$ cat config.mk
export PLATFORM = sky130hd
export DESIGN_NAME = sawbc_ctrl
export DESIGN_NICKNAME = d
export VERILOG_FILES = /design/src/rtl/sawbc_pkg.sv /design/src/rtl/sawbc_ctrl.sv
export SDC_FILE = /design/constraint.sdc
export NUM_CORES = 1
export LEC_CHECK = 0
export BUFFER_PORTS_ARGS = -buffer_cell sky130_fd_sc_hd__clkbuf_2
export CELL_PAD_IN_SITES_DETAIL_PLACEMENT = 0
export CELL_PAD_IN_SITES_GLOBAL_PLACEMENT = 2
export CORE_ASPECT_RATIO = 0.7
export CORE_MARGIN = 1
export CORE_UTILIZATION = 18
export DETAILED_ROUTE_END_ITERATION = 10
export GPL_ROUTABILITY_DRIVEN = 0
export HOLD_SLACK_MARGIN = 0.08
export MAX_ROUTING_LAYER = met4
export PLACE_DENSITY_LB_ADDON = 0.12
export SLEW_MARGIN = 20
export SYNTH_ARGS = -nofsm -noshare
export SYNTH_HDL_FRONTEND = slang
export SYNTH_SLANG_ARGS = --single-unit
export TNS_END_PERCENT = 30
$ cat constraint.sdc
create_clock -name clock -period 1.17 [get_ports clock]
set_input_delay 0.0585 -clock clock [delete_from_list [all_inputs] [get_ports clock]]
set_output_delay 0.0585 -clock clock [all_outputs]
set_load 0.1 [all_outputs]
$ cat src/rtl/sawbc_pkg.sv
`default_nettype none
// ----------------------------------------------------------------------------
// sawbc_pkg: shared definitions for the set-associative write-back cache
// Sizes, address fields, metadata layout and the control and status bundles
// that pass between the controller and the datapath.
// ----------------------------------------------------------------------------
package sawbc_pkg;

   localparam int SETS       = 64;
   localparam int WAYS       = 4;
   localparam int MEM_BLOCKS = 4096;

   localparam int ADDR_W     = 18;
   localparam int DATA_W     = 32;
   localparam int LINE_WORDS = 4;
   localparam int WORD_W     = 2;
   localparam int WORD_LSB   = 4;
   localparam int BLOCK_LSB  = 6;
   localparam int BLOCK_W    = ADDR_W - BLOCK_LSB;
   localparam int SET_W      = $clog2(SETS);
   localparam int TAG_W      = BLOCK_W - SET_W;
   localparam int WAY_W      = $clog2(WAYS);
   localparam int MEM_IDX_W  = $clog2(MEM_BLOCKS);
   localparam int STAMP_W    = 32;
   localparam int STATUS_W   = 2;

   localparam logic [STATUS_W-1:0] LINE_INVALID  = 2'd0;
   localparam logic [STATUS_W-1:0] LINE_VALID    = 2'd1;
   localparam logic [STATUS_W-1:0] LINE_MODIFIED = 2'd3;

   localparam logic CMD_READ  = 1'b0;
   localparam logic CMD_WRITE = 1'b1;

   typedef logic [LINE_WORDS-1:0][DATA_W-1:0] line_type;

   typedef struct packed {
      logic [TAG_W-1:0]    tag;
      logic [STATUS_W-1:0] status;
      logic [STAMP_W-1:0]  stamp;
   } way_meta_type;

   typedef way_meta_type [WAYS-1:0] meta_row_type;

   typedef enum logic [3:0] {
      S_CLEAR,
      S_IDLE,
      S_LOOKUP,
      S_HIT_READ,
      S_SCAN,
      S_VICTIM,
      S_WRITEBACK,
      S_REFILL,
      S_DONE
   } ctrl_state_type;

   typedef struct packed {
      logic clear;
      logic accept;
      logic lookup;
      logic hit_read;
      logic scan;
      logic victim_read;
      logic writeback;
      logic refill;
      logic done;
   } ctrl_cmd_type;

   typedef struct packed {
      logic clear_last;
      logic hit;
      logic is_write;
      logic scan_last;
      logic out_free;
   } ctrl_status_type;

   // Block number modulo MEM_BLOCKS, which is a power of two.
   function automatic logic [MEM_IDX_W-1:0] mem_index(input logic [BLOCK_W-1:0] blk);
      logic [BLOCK_W+MEM_IDX_W-1:0] wide;
      wide = {{MEM_IDX_W{1'b0}}, blk};
      return wide[MEM_IDX_W-1:0];
   endfunction

endpackage
`default_nettype wire

$ cat src/rtl/sawbc_ctrl.sv
`default_nettype none
// ----------------------------------------------------------------------------
// sawbc_ctrl: cache sequencer
// Steps each item through lookup, victim search, write-back and refill, and
// runs the clearing pass over the backing memory after reset.
// ----------------------------------------------------------------------------
module sawbc_ctrl
   import sawbc_pkg::*;
(
   input  wire logic            clock,
   input  wire logic            reset,
   input  wire logic            req_valid,
   output logic                 req_ready,
   input  wire ctrl_status_type status,
   output ctrl_cmd_type         cmd
);

   ctrl_state_type state_ff, state_in;

   always_ff @(posedge clock) begin
      if (reset) begin
         state_ff <= S_CLEAR;
      end else begin
         state_ff <= state_in;
      end
   end

   always_comb begin
      state_in  = state_ff;
      cmd       = '0;
      req_ready = 1'b0;
      unique case (state_ff)
         S_CLEAR: begin
            cmd.clear = 1'b1;
            if (status.clear_last) begin
               state_in = S_IDLE;
            end
         end
         S_IDLE: begin
            req_ready = 1'b1;
            if (req_valid) begin
               cmd.accept = 1'b1;
               state_in   = S_LOOKUP;
            end
         end
         S_LOOKUP: begin
            cmd.lookup = 1'b1;
            if (!status.hit) begin
               state_in = S_SCAN;
            end else if (status.is_write) begin
               state_in = S_DONE;
            end else begin
               state_in = S_HIT_READ;
            end
         end
         S_HIT_READ: begin
            cmd.hit_read = 1'b1;
            state_in     = S_DONE;
         end
         S_SCAN: begin
            cmd.scan = 1'b1;
            if (status.scan_last) begin
               state_in = S_VICTIM;
            end
         end
         S_VICTIM: begin
            cmd.victim_read = 1'b1;
            state_in        = S_WRITEBACK;
         end
         S_WRITEBACK: begin
            cmd.writeback = 1'b1;
            state_in      = S_REFILL;
         end
         S_REFILL: begin
            cmd.refill = 1'b1;
            state_in   = S_DONE;
         end
         S_DONE: begin
            if (status.out_free) begin
               cmd.done = 1'b1;
               state_in = S_IDLE;
            end
         end
         default: begin
            state_in = S_CLEAR;
         end
      endcase
   end

endmodule
`default_nettype wire

== Word level (Yosys, flattened, before mapping) ==
Index checks and enable logic that the tools add are counted.

* Register bits: 4
* Input bits: 8
* Logic and storage cells: 35
* Output and inout bits: 10

* Equal/unequal tests: 12
* Muxes and demuxes: 19
* Reductions and logical operators: 3

{| class="wikitable"
|+ Operator list
! operator !! count
|-
| $pmux W4 S8 || 1
|-
| $mux W4 || 6
|-
| $eq A4 B3 Y1 const B || 4
|-
| $mux W1 || 12
|-
| $eq A4 B2 Y1 const B || 2
|-
| $ne A2 B2 Y1 const B || 4
|-
| $eq A4 B1 Y1 const B || 1
|-
| $eq A4 B4 Y1 const B || 1
|-
| $logic_not A4 Y1 || 1
|-
| $reduce_and A4 Y1 || 1
|-
| $reduce_or A2 Y1 || 1
|}

== Logic depth before layout (Yosys ltp) ==
Gate-level depths: netlist (run 1).

* Word-level depth: 3
* Gate-level depth with buffers: 5
* Gate-level depth less buffers: 4

== Worst setup path before layout (run 1) ==
No wires, ideal clock.

* Kind: register -> output
* Start: reg state_ff[1]
* End: out cmd[7] (netlist name)
* Path slack: -2.511 ns
* Arrival: 3.623 ns
* Stages on the path, launching flop included: 5
* Path buffers: 1
* Cell sequence: dfxtp_1 > buf_2 > nand2b_1 > nor3_1 > and2_1

{| class="wikitable"
|+ RTL lines
! item !! RTL line !! source
|-
| from (decl) || sawbc_ctrl.sv:18 || <nowiki>ctrl_state_type state_ff, state_in;</nowiki>
|-
| from (signal assigned) || sawbc_ctrl.sv:24 || <nowiki>state_ff <= state_in;</nowiki>
|-
| to (decl) || sawbc_ctrl.sv:15 || <nowiki>output ctrl_cmd_type cmd</nowiki>
|}

==> results of run 1 <==
through the flow:
step           power [uW]  worst slack (ps)  cells  util [%]  cell area [um2]
4_1_cts              1900              -210    105      51.1              860
5_1_grt              2020              -245    108      53.8              905
2_1_floorplan        1040              -960     50         -              408
6_report             1920              -193    108      53.8              905
3_5_place_dp         1530             -88.9     99      44.2              743
3_3_place_gp         1530             -90.3     99      44.2              743
critical path, stage by stage, from the launching register on:
cell and delay [ps]:
sky130_fd_sc_hd__dfxtp_4 360, sky130_fd_sc_hd__buf_6 120, sky130_fd_sc_hd__nor4_4 260, sky130_fd_sc_hd__buf_4 160
sky130_fd_sc_hd__buf_12 160
area by class of cell:
| class | instances | area [um2] |
|---|---|---|
| inverters | 4 | 15.0 |
| fillers | 165 | 777 |
| flip-flops and latches | 4 | 92.6 |
| multi-input cells | 38 | 334 |
| repair buffers | 38 | 414 |
| clock buffers | 3 | 22.5 |
| well taps | 21 | 26.3 |
placed cells by master, fill, tap and decap left out, types with 2 or more instances in the layout:
| master | n |
|---|---|
| sky130_fd_sc_hd__buf_4 | 15 |
| sky130_fd_sc_hd__buf_12 | 10 |
| sky130_fd_sc_hd__clkbuf_2 | 7 |
| sky130_fd_sc_hd__nor2_1 | 6 |
| sky130_fd_sc_hd__buf_6 | 5 |
| sky130_fd_sc_hd__nor3_4 | 4 |
| sky130_fd_sc_hd__inv_1 | 4 |
| sky130_fd_sc_hd__clkbuf_4 | 3 |
| sky130_fd_sc_hd__dfxtp_4 | 3 |
| sky130_fd_sc_hd__nand2b_4 | 2 |
| sky130_fd_sc_hd__nand2b_1 | 2 |
| sky130_fd_sc_hd__nor2_2 | 2 |
| sky130_fd_sc_hd__nor4_4 | 2 |
| sky130_fd_sc_hd__nand2_4 | 2 |
| sky130_fd_sc_hd__nor3b_1 | 2 |
| sky130_fd_sc_hd__o21a_1 | 2 |
| sky130_fd_sc_hd__nand2_1 | 2 |
| sky130_fd_sc_hd__o21ai_0 | 2 |
timing repair:
| item | in CTS | in global routing |
|---|---|---|
| setup buffers | 2 | 3 |
| resized for setup | 21 | 6 |
| endpoints found under the setup margin | 13 | 13 |
| pin swaps | 3 | 4 |
| hold endpoints to repair | 1 | 0 |
| hold buffers | 1 | 0 |
per-layer routing:
| layer | track usage [%] | vias to the layer above |
|---|---|---|
| li1 | - | 247 |
| met5 | - | - |
| met4 | 9.62 | 0 |
| met3 | 3.53 | 4 |
| met1 | 15.0 | 199 |
| met2 | 21.0 | 13 |
path summary, 6_finish.rpt:
path	depth (start not counted)	startpoint	slack (ps)	endpoint
max	4	state_ff[1]	-190	cmd[8]
min	4	status[3]	120	state_ff[2]
max reg2reg	5	state_ff[3]	-140	state_ff[0]
min reg2reg	3	state_ff[2]	650	state_ff[2]
where the power goes:
group	total, uW	leakage [uW]	internal, uW	switching, uW
clock	172	0.0000138	115	57.5
combinational	1500	0.000349	676	825
sequential	242	0.0000353	181	60.8
cell families after synthesis:
family / count (synthesis) / synth area share, %
AOI/OAI and AO/OA: 9 / 17.5
buffers and inverters: 8 / 13.8
and+or+nand+nor: 28 / 42.5
DFF: 4 / 23.3
muxes: 1 / 2.91
==> metrics.md, run 1 <==
| Metric | Value |
|---|---|
| Number of I/O port buffers | 17 |
| Latest clock arrival within the worst-skew pair | around 240 ps |
| Length of routed met3 wiring | 39 um |
| Final-layout worst hold slack | 124 ps |
| Leakage power | roughly 0.0004 uW |
| DR WL met2 | 500 um |
| DRC violation total after the first TritonRoute iteration | 3 |
| Fmax | 733 MHz |
| Registers with the most flip-flops | state_ff: 4 flops |
| Final setup vio count | 13 |
| Flops & latches, synth | 4 |
| Critical path data required time | 1110 ps |
| Cell accounting for the most synthesized area | sky130_fd_sc_hd__dfxtp_1 |
| Met1 wire length | 499 um |
| CTS Buf Count | 3 |
| Number of clock sinks seen by CTS | 4 |
| Global-route wire length before repair | 1.86 mm |
| Final sum of negative setup slack | -1790 ps |
| Clock tree from TritonCTS | done |
| Share of the cycle needed by the critical path after routing | 117% |
| Number of global-route vias before repair | 440 |
| Highest metal layer used by the detailed router | met4 |
| Final setup margin | -193 ps |
| # IOs | 18 |
| Ratio of cells with drive above 1 in the final layout | a little under 70% |
| Synthesized netlist net count | 58 |
| Remaining number of nets flagged by the antenna check after routing | 0 |
| Number of detailed-route iterations in the first pass | 2 |
| Final Hold Vio Count | 0 |
| Synth top area share | 23.3% |
| EDFF count, synth | 0 |
| Largest register by flop count | state_ff |
| GR Overflow Total | 0 |
| Mean cell area of the mapped netlist | just under 7 um2 |
| Worst VDD drop | 1.26 mV |
| Synthesized instance count | 50 |
| Count of inserted antenna diode cells | 0 |
| Number of unique standard cell types used by synthesis | 21 |
| Buffer type at the clock tree root | sky130_fd_sc_hd__clkbuf_4 |
| Flip-flop count of the largest register after layout | 4 |
| Worst path arrival time | approximately 1300 ps |
| Asr flop ratio synth | 0% |
| Class of the worst hold path | input pin to register |
| Worst slew margin relative to its limit | 82.9% |
| Pin count of the biggest net entering global routing | 8 |
| CTS Buffer Depth | 2 |
| Critical-path maximum fanout | 6 |
| Count of maximum capacitance violations | 0 |
| Violations in the final reports | negative setup slack |
| DRT Wirelength | 1.07 mm |
| Vertical die dimension | around 39 um |
| Routed wire length per instance | 9.86 um |
| Floorplan core area | roughly 0.0017 mm2 |
| Worst Skew | around 1.7 ps |
| Number of DRC violations after detailed routing | 0 |
| Via count | 463 |
| Clock-pin transition on the worst setup and hold timing paths | 40 ps |
| Result of the run | finished with violations |
| Main flop type after synthesis | sky130_fd_sc_hd__dfxtp_1 |
| Die ar. | 0.00209 mm2 |
| Dominant cell by count in the synthesized netlist | sky130_fd_sc_hd__nor2_1 |
| Transition time of the tightest slew-check pin | approximately 250 ps |
| Synth Warn # | 0 |
| Site row count | 12 |
| Horiz. Die Dim | around 54 um |
| Min Tclk post-route | 1360 ps |
| Register area share after synthesis | roughly a quarter |
| Initial antenna violation count | 0 |
| Initial core utilization | 20.5% |
| Placed wire-length estimate | 853 um |
| Synthesized area | 344 um2 |
| Number of vias per cell after detailed routing | ~4.3 |
| Largest cells by area after synthesis | sky130_fd_sc_hd__dfxtp_1 (23%), sky130_fd_sc_hd__nor2_1 (9.8%), sky130_fd_sc_hd__nand2b_1 (7.3%) |
| Total routing usage reported by global routing | 13.5% |
| Final Slew Violations | 0 |
| Power per standard cell area | 2120 mW/mm2 |
| CP Launch Type | register |
| RSZ-0062 raised after global routing | yes |
| Post-layout net count | 97 |
| Synth-to-Final Area Change | 163% |
| Critical Path End Type | output port |
| Kind of critical path | register to output port |
| Deepest level of the CTS H-tree | 1 |
Power figures use the tool's default switching activity.
==> run 2, diff against run 1 <==
--- a/config.mk
+++ b/config.mk
@@ -5,12 +5,14 @@
 export SDC_FILE = /design/constraint.sdc
 export NUM_CORES = 1
 export LEC_CHECK = 0
+export ABC_AREA = 1
 export BUFFER_PORTS_ARGS = -buffer_cell sky130_fd_sc_hd__clkbuf_2
+export CAP_MARGIN = 10
 export CELL_PAD_IN_SITES_DETAIL_PLACEMENT = 0
 export CELL_PAD_IN_SITES_GLOBAL_PLACEMENT = 2
 export CORE_ASPECT_RATIO = 0.7
 export CORE_MARGIN = 1
-export CORE_UTILIZATION = 18
+export CORE_UTILIZATION = 17
 export DETAILED_ROUTE_END_ITERATION = 10
 export GPL_ROUTABILITY_DRIVEN = 0
 export HOLD_SLACK_MARGIN = 0.08
==> metrics.md, run 2 <==
| Metric | Value |
|---|---|
| Main flop type after synthesis | sky130_fd_sc_hd__dfxtp_1 |
| Largest register by flop count | state_ff |
| DRT Wirelength | 1.13 mm |
| # IOs | 18 |
| Slowest CP cell | sky130_fd_sc_hd__dfxtp_4 |
| Initial core utilization | a little under a fifth |
| DRC violation total after the first TritonRoute iteration | 6 |
| Count of maximum capacitance violations | 0 |
| Total instance count after detailed placement | 106 |
| Synthesized area | 349 um2 |
| Cell accounting for the most synthesized area | sky130_fd_sc_hd__dfxtp_1 |
| Cell area after placement | 708 um2 |
| Worst slew margin relative to its limit | 85.6% |
| Worst reg2reg path depth | 8 |
| Site row count | 13 |
| Number of detailed-route iterations in the first pass | 4 |
| Synth top area share | 22.9% |
| Number of global-route vias before repair | 426 |
| Final Hold Vio Count | 0 |
| Horiz. Die Dim | 56.2 um |
| Number of clock sinks seen by CTS | 4 |
| Vertical die dimension | ~40 um |
| Final instance area | 845 um2 |
| CP Launch Type | register |
| Final setup vio count | 10 |
| Number of unique standard cell types used by synthesis | 18 |
| Critical-path maximum fanout | 5 |
| Number of I/O port buffers | 17 |
| Leakage power | 0.000407 uW |
| Power per standard cell area | 2020 mW/mm2 |
| Violations in the final reports | negative setup slack |
| Critical path data required time | around 1100 ps |
| Post-Place Worst Slack | 24.3 ps |
| Floorplan core area | 0.00189 mm2 |
| Final-layout worst hold slack | 117 ps |
| Result of the run | finished with violations |
| Registers with the most flip-flops | state_ff: 4 flops |
| Flops & latches, synth | 4 |
| Remaining number of nets flagged by the antenna check after routing | 0 |
| Worst VDD drop | 1.68 mV |
| Worst Skew | 0.280 ps |
| Ratio of cells with drive above 1 in the final layout | 63.8% |
| Final sum of negative setup slack | -724 ps |
| Most frequent cells in the layout | sky130_fd_sc_hd__buf_4 (12), sky130_fd_sc_hd__inv_1 (11), sky130_fd_sc_hd__nand2_1 (10), sky130_fd_sc_hd__buf_12 (10), sky130_fd_sc_hd__clkbuf_2 (7) |
| Clock tree from TritonCTS | done |
| Worst hold path startpoint | status[3] |
| Mean cell area of the mapped netlist | around 5.7 um2 |
| Kind of critical path | register to output port |
| Synthesized netlist net count | 69 |
| Share of the cycle needed by the critical path after routing | 109% |
| Worst-path cell chain | inv_6, nand2_8, nor3_4, buf_12 |
| Count of inserted antenna diode cells | 0 |
| Initial antenna violation count | 0 |
| Internal reg-to-reg setup slack | roughly 10 ps |
| Hold endpoint | state_ff[2] |
| Die ar. | 0.00224 mm2 |
| Fmax | 783 MHz |
| Final Slew Violations | 0 |
| Deepest level of the CTS H-tree | 1 |
| Synthesized instance count | 61 |
| Final-layout fill cell count | 193 |
| Placed wire-length estimate | 891 um |
| Min Tclk post-route | 1280 ps |
| Buffer type at the clock tree root | sky130_fd_sc_hd__clkbuf_4 |
| Commonest non-fill, non-tap cell in the layout | sky130_fd_sc_hd__buf_4 |
| Post-layout net count | 104 |
| EDFF count, synth | 0 |
| Global-route wire length before repair | 1.84 mm |
| Pin count of the biggest net entering global routing | 6 |
| GR Overflow Total | 0 |
| Largest delay share family, worst path | flip-flops |
| Number of DRC violations after detailed routing | 0 |
| Transition time of the tightest slew-check pin | approximately 210 ps |
| Class of the worst hold path | input pin to register |
| Largest cells by area after synthesis | sky130_fd_sc_hd__dfxtp_1 (23%), sky130_fd_sc_hd__inv_1 (15%), sky130_fd_sc_hd__nand2_1 (13%) |
| Synth-to-Final Area Change | 142% |
| Via count | 487 |
| Synth Warn # | 0 |
| Sequential standard cell area | 95.1 um2 |
| Reg2reg end | state_ff[3] |
| Buffer and inverter count on the worst path | 2 |
| Latest clock arrival within the worst-skew pair | 230 ps |
| Total routing usage reported by global routing | 12.1% |
| Flip-flop count of the largest register after layout | 4 |
| Worst path arrival time | 1220 ps |
| RSZ-0062 raised after global routing | yes |
| CTS Buffer Depth | 2 |
| Worst hold stages | 3 |
| Dominant cell by count in the synthesized netlist | sky130_fd_sc_hd__inv_1 |
| Area taken by multi-input logic gates | 297 um2 |
| Clock-pin transition on the worst setup and hold timing paths | 40 ps |
| Register area share after synthesis | 22.9% |
| Routed wire length per instance | 9.72 um |
| Asr flop ratio synth | 0% |
| CTS Buf Count | 3 |
| Critical Path End Type | output port |
| Worst stage delay on the critical path | 360 ps |
| Final setup margin | -108 ps |
| Number of vias per cell after detailed routing | 4.20 |
| Non-Filler Instances | 116 |
| R2R Path Start | state_ff[3] |
| Most instantiated cells after synthesis | sky130_fd_sc_hd__inv_1 (14), sky130_fd_sc_hd__nand2_1 (12), sky130_fd_sc_hd__nor2_1 (9) |
[run 2: cell count changes after synthesis, sizes merged, moves of 2 or more]
cell | before | now
nand3 | 0 | 5
o21a | 2 | 0
nor3b | 2 | 0
nand2b | 4 | 0
nor2 | 9 | 13
inv | 4 | 16
nor4 | 2 | 0
buf | 4 | 0
nand2 | 4 | 13
[run 2: layout make-up]
class / instances / area share, %
timing repair buffer: 30 / 39.7
multi-input combinational: 41 / 35.1
sequential: 4 / 11.3
tap: 22 / 3.26
clock buffer: 3 / 2.67
inverter: 16 / 8.00
[run 2: cells by family after synthesis]
group / synth area share [%]
buffers and inverters: 17.2
and+or+nand+nor: 50.9
DFF: 22.9
AOI/OAI and AO/OA: 8.96
[run 2: per-stage QoR]
stage | util, % | total power, uW
2_1_floorplan | - | 964
3_3_place_gp | 37.5 | 1400
3_5_place_dp | 37.5 | 1380
4_1_cts | 41.4 | 1680
5_1_grt | 44.8 | 1800
6_report | 44.8 | 1710
[run 2: worst max path at each step]
stage / slack, ps / startpoint / cells past startpoint / to
after floorplan: -480 / state_ff[3] / 7 / state_ff[1]
after global placement: -10 / state_ff[0] / 7 / state_ff[0]
after global routing: -170 / state_ff[0] / 5 / cmd[7]
final: -110 / state_ff[3] / 4 / cmd[2]
after CTS: -140 / state_ff[1] / 4 / cmd[0]
after detailed placement: 20 / state_ff[0] / 7 / state_ff[0]
[run 2: routing by layer]
layer | global-route usage (%) | up-vias | part of all wire (%)
met3 | 3.30 | 4 | 7.0
met4 | 9.76 | 0 | 2.6
met1 | 14.0 | 216 | 46
li1 | - | 252 | -
met2 | 18.5 | 15 | 45
met5 | - | - | 0
[run 2: worst reg2reg max path, stage by stage (launching register included)]
cell and delay (ps):
sky130_fd_sc_hd__dfxtp_4 380, sky130_fd_sc_hd__inv_6 60, sky130_fd_sc_hd__buf_4 120, sky130_fd_sc_hd__nor2_1 110, sky130_fd_sc_hd__nand3_2 80, sky130_fd_sc_hd__buf_4 130, sky130_fd_sc_hd__o211ai_1 90, sky130_fd_sc_hd__nand2_1 70
sky130_fd_sc_hd__inv_1 50
[run 2: timing repair]
| item | 4_1_cts | 5_1_grt |
|---|---|---|
| setup endpoints to repair | 10 | 13 |
| setup buffers | 3 | 3 |
| hold buffers | 1 | 0 |
| pin swaps | 5 | 5 |
| gates resized for setup | 9 | 10 |
| hold endpoints to repair | 3 | 0 |
[run 2: report_power, final]
group / total, uW / leakage [uW] / switching (uW) / internal [uW]
Clock: 172 / 0.0000138 / 57.1 / 115
Combinational: 1290 / 0.000358 / 798 / 490
Sequential: 247 / 0.0000356 / 70.0 / 177
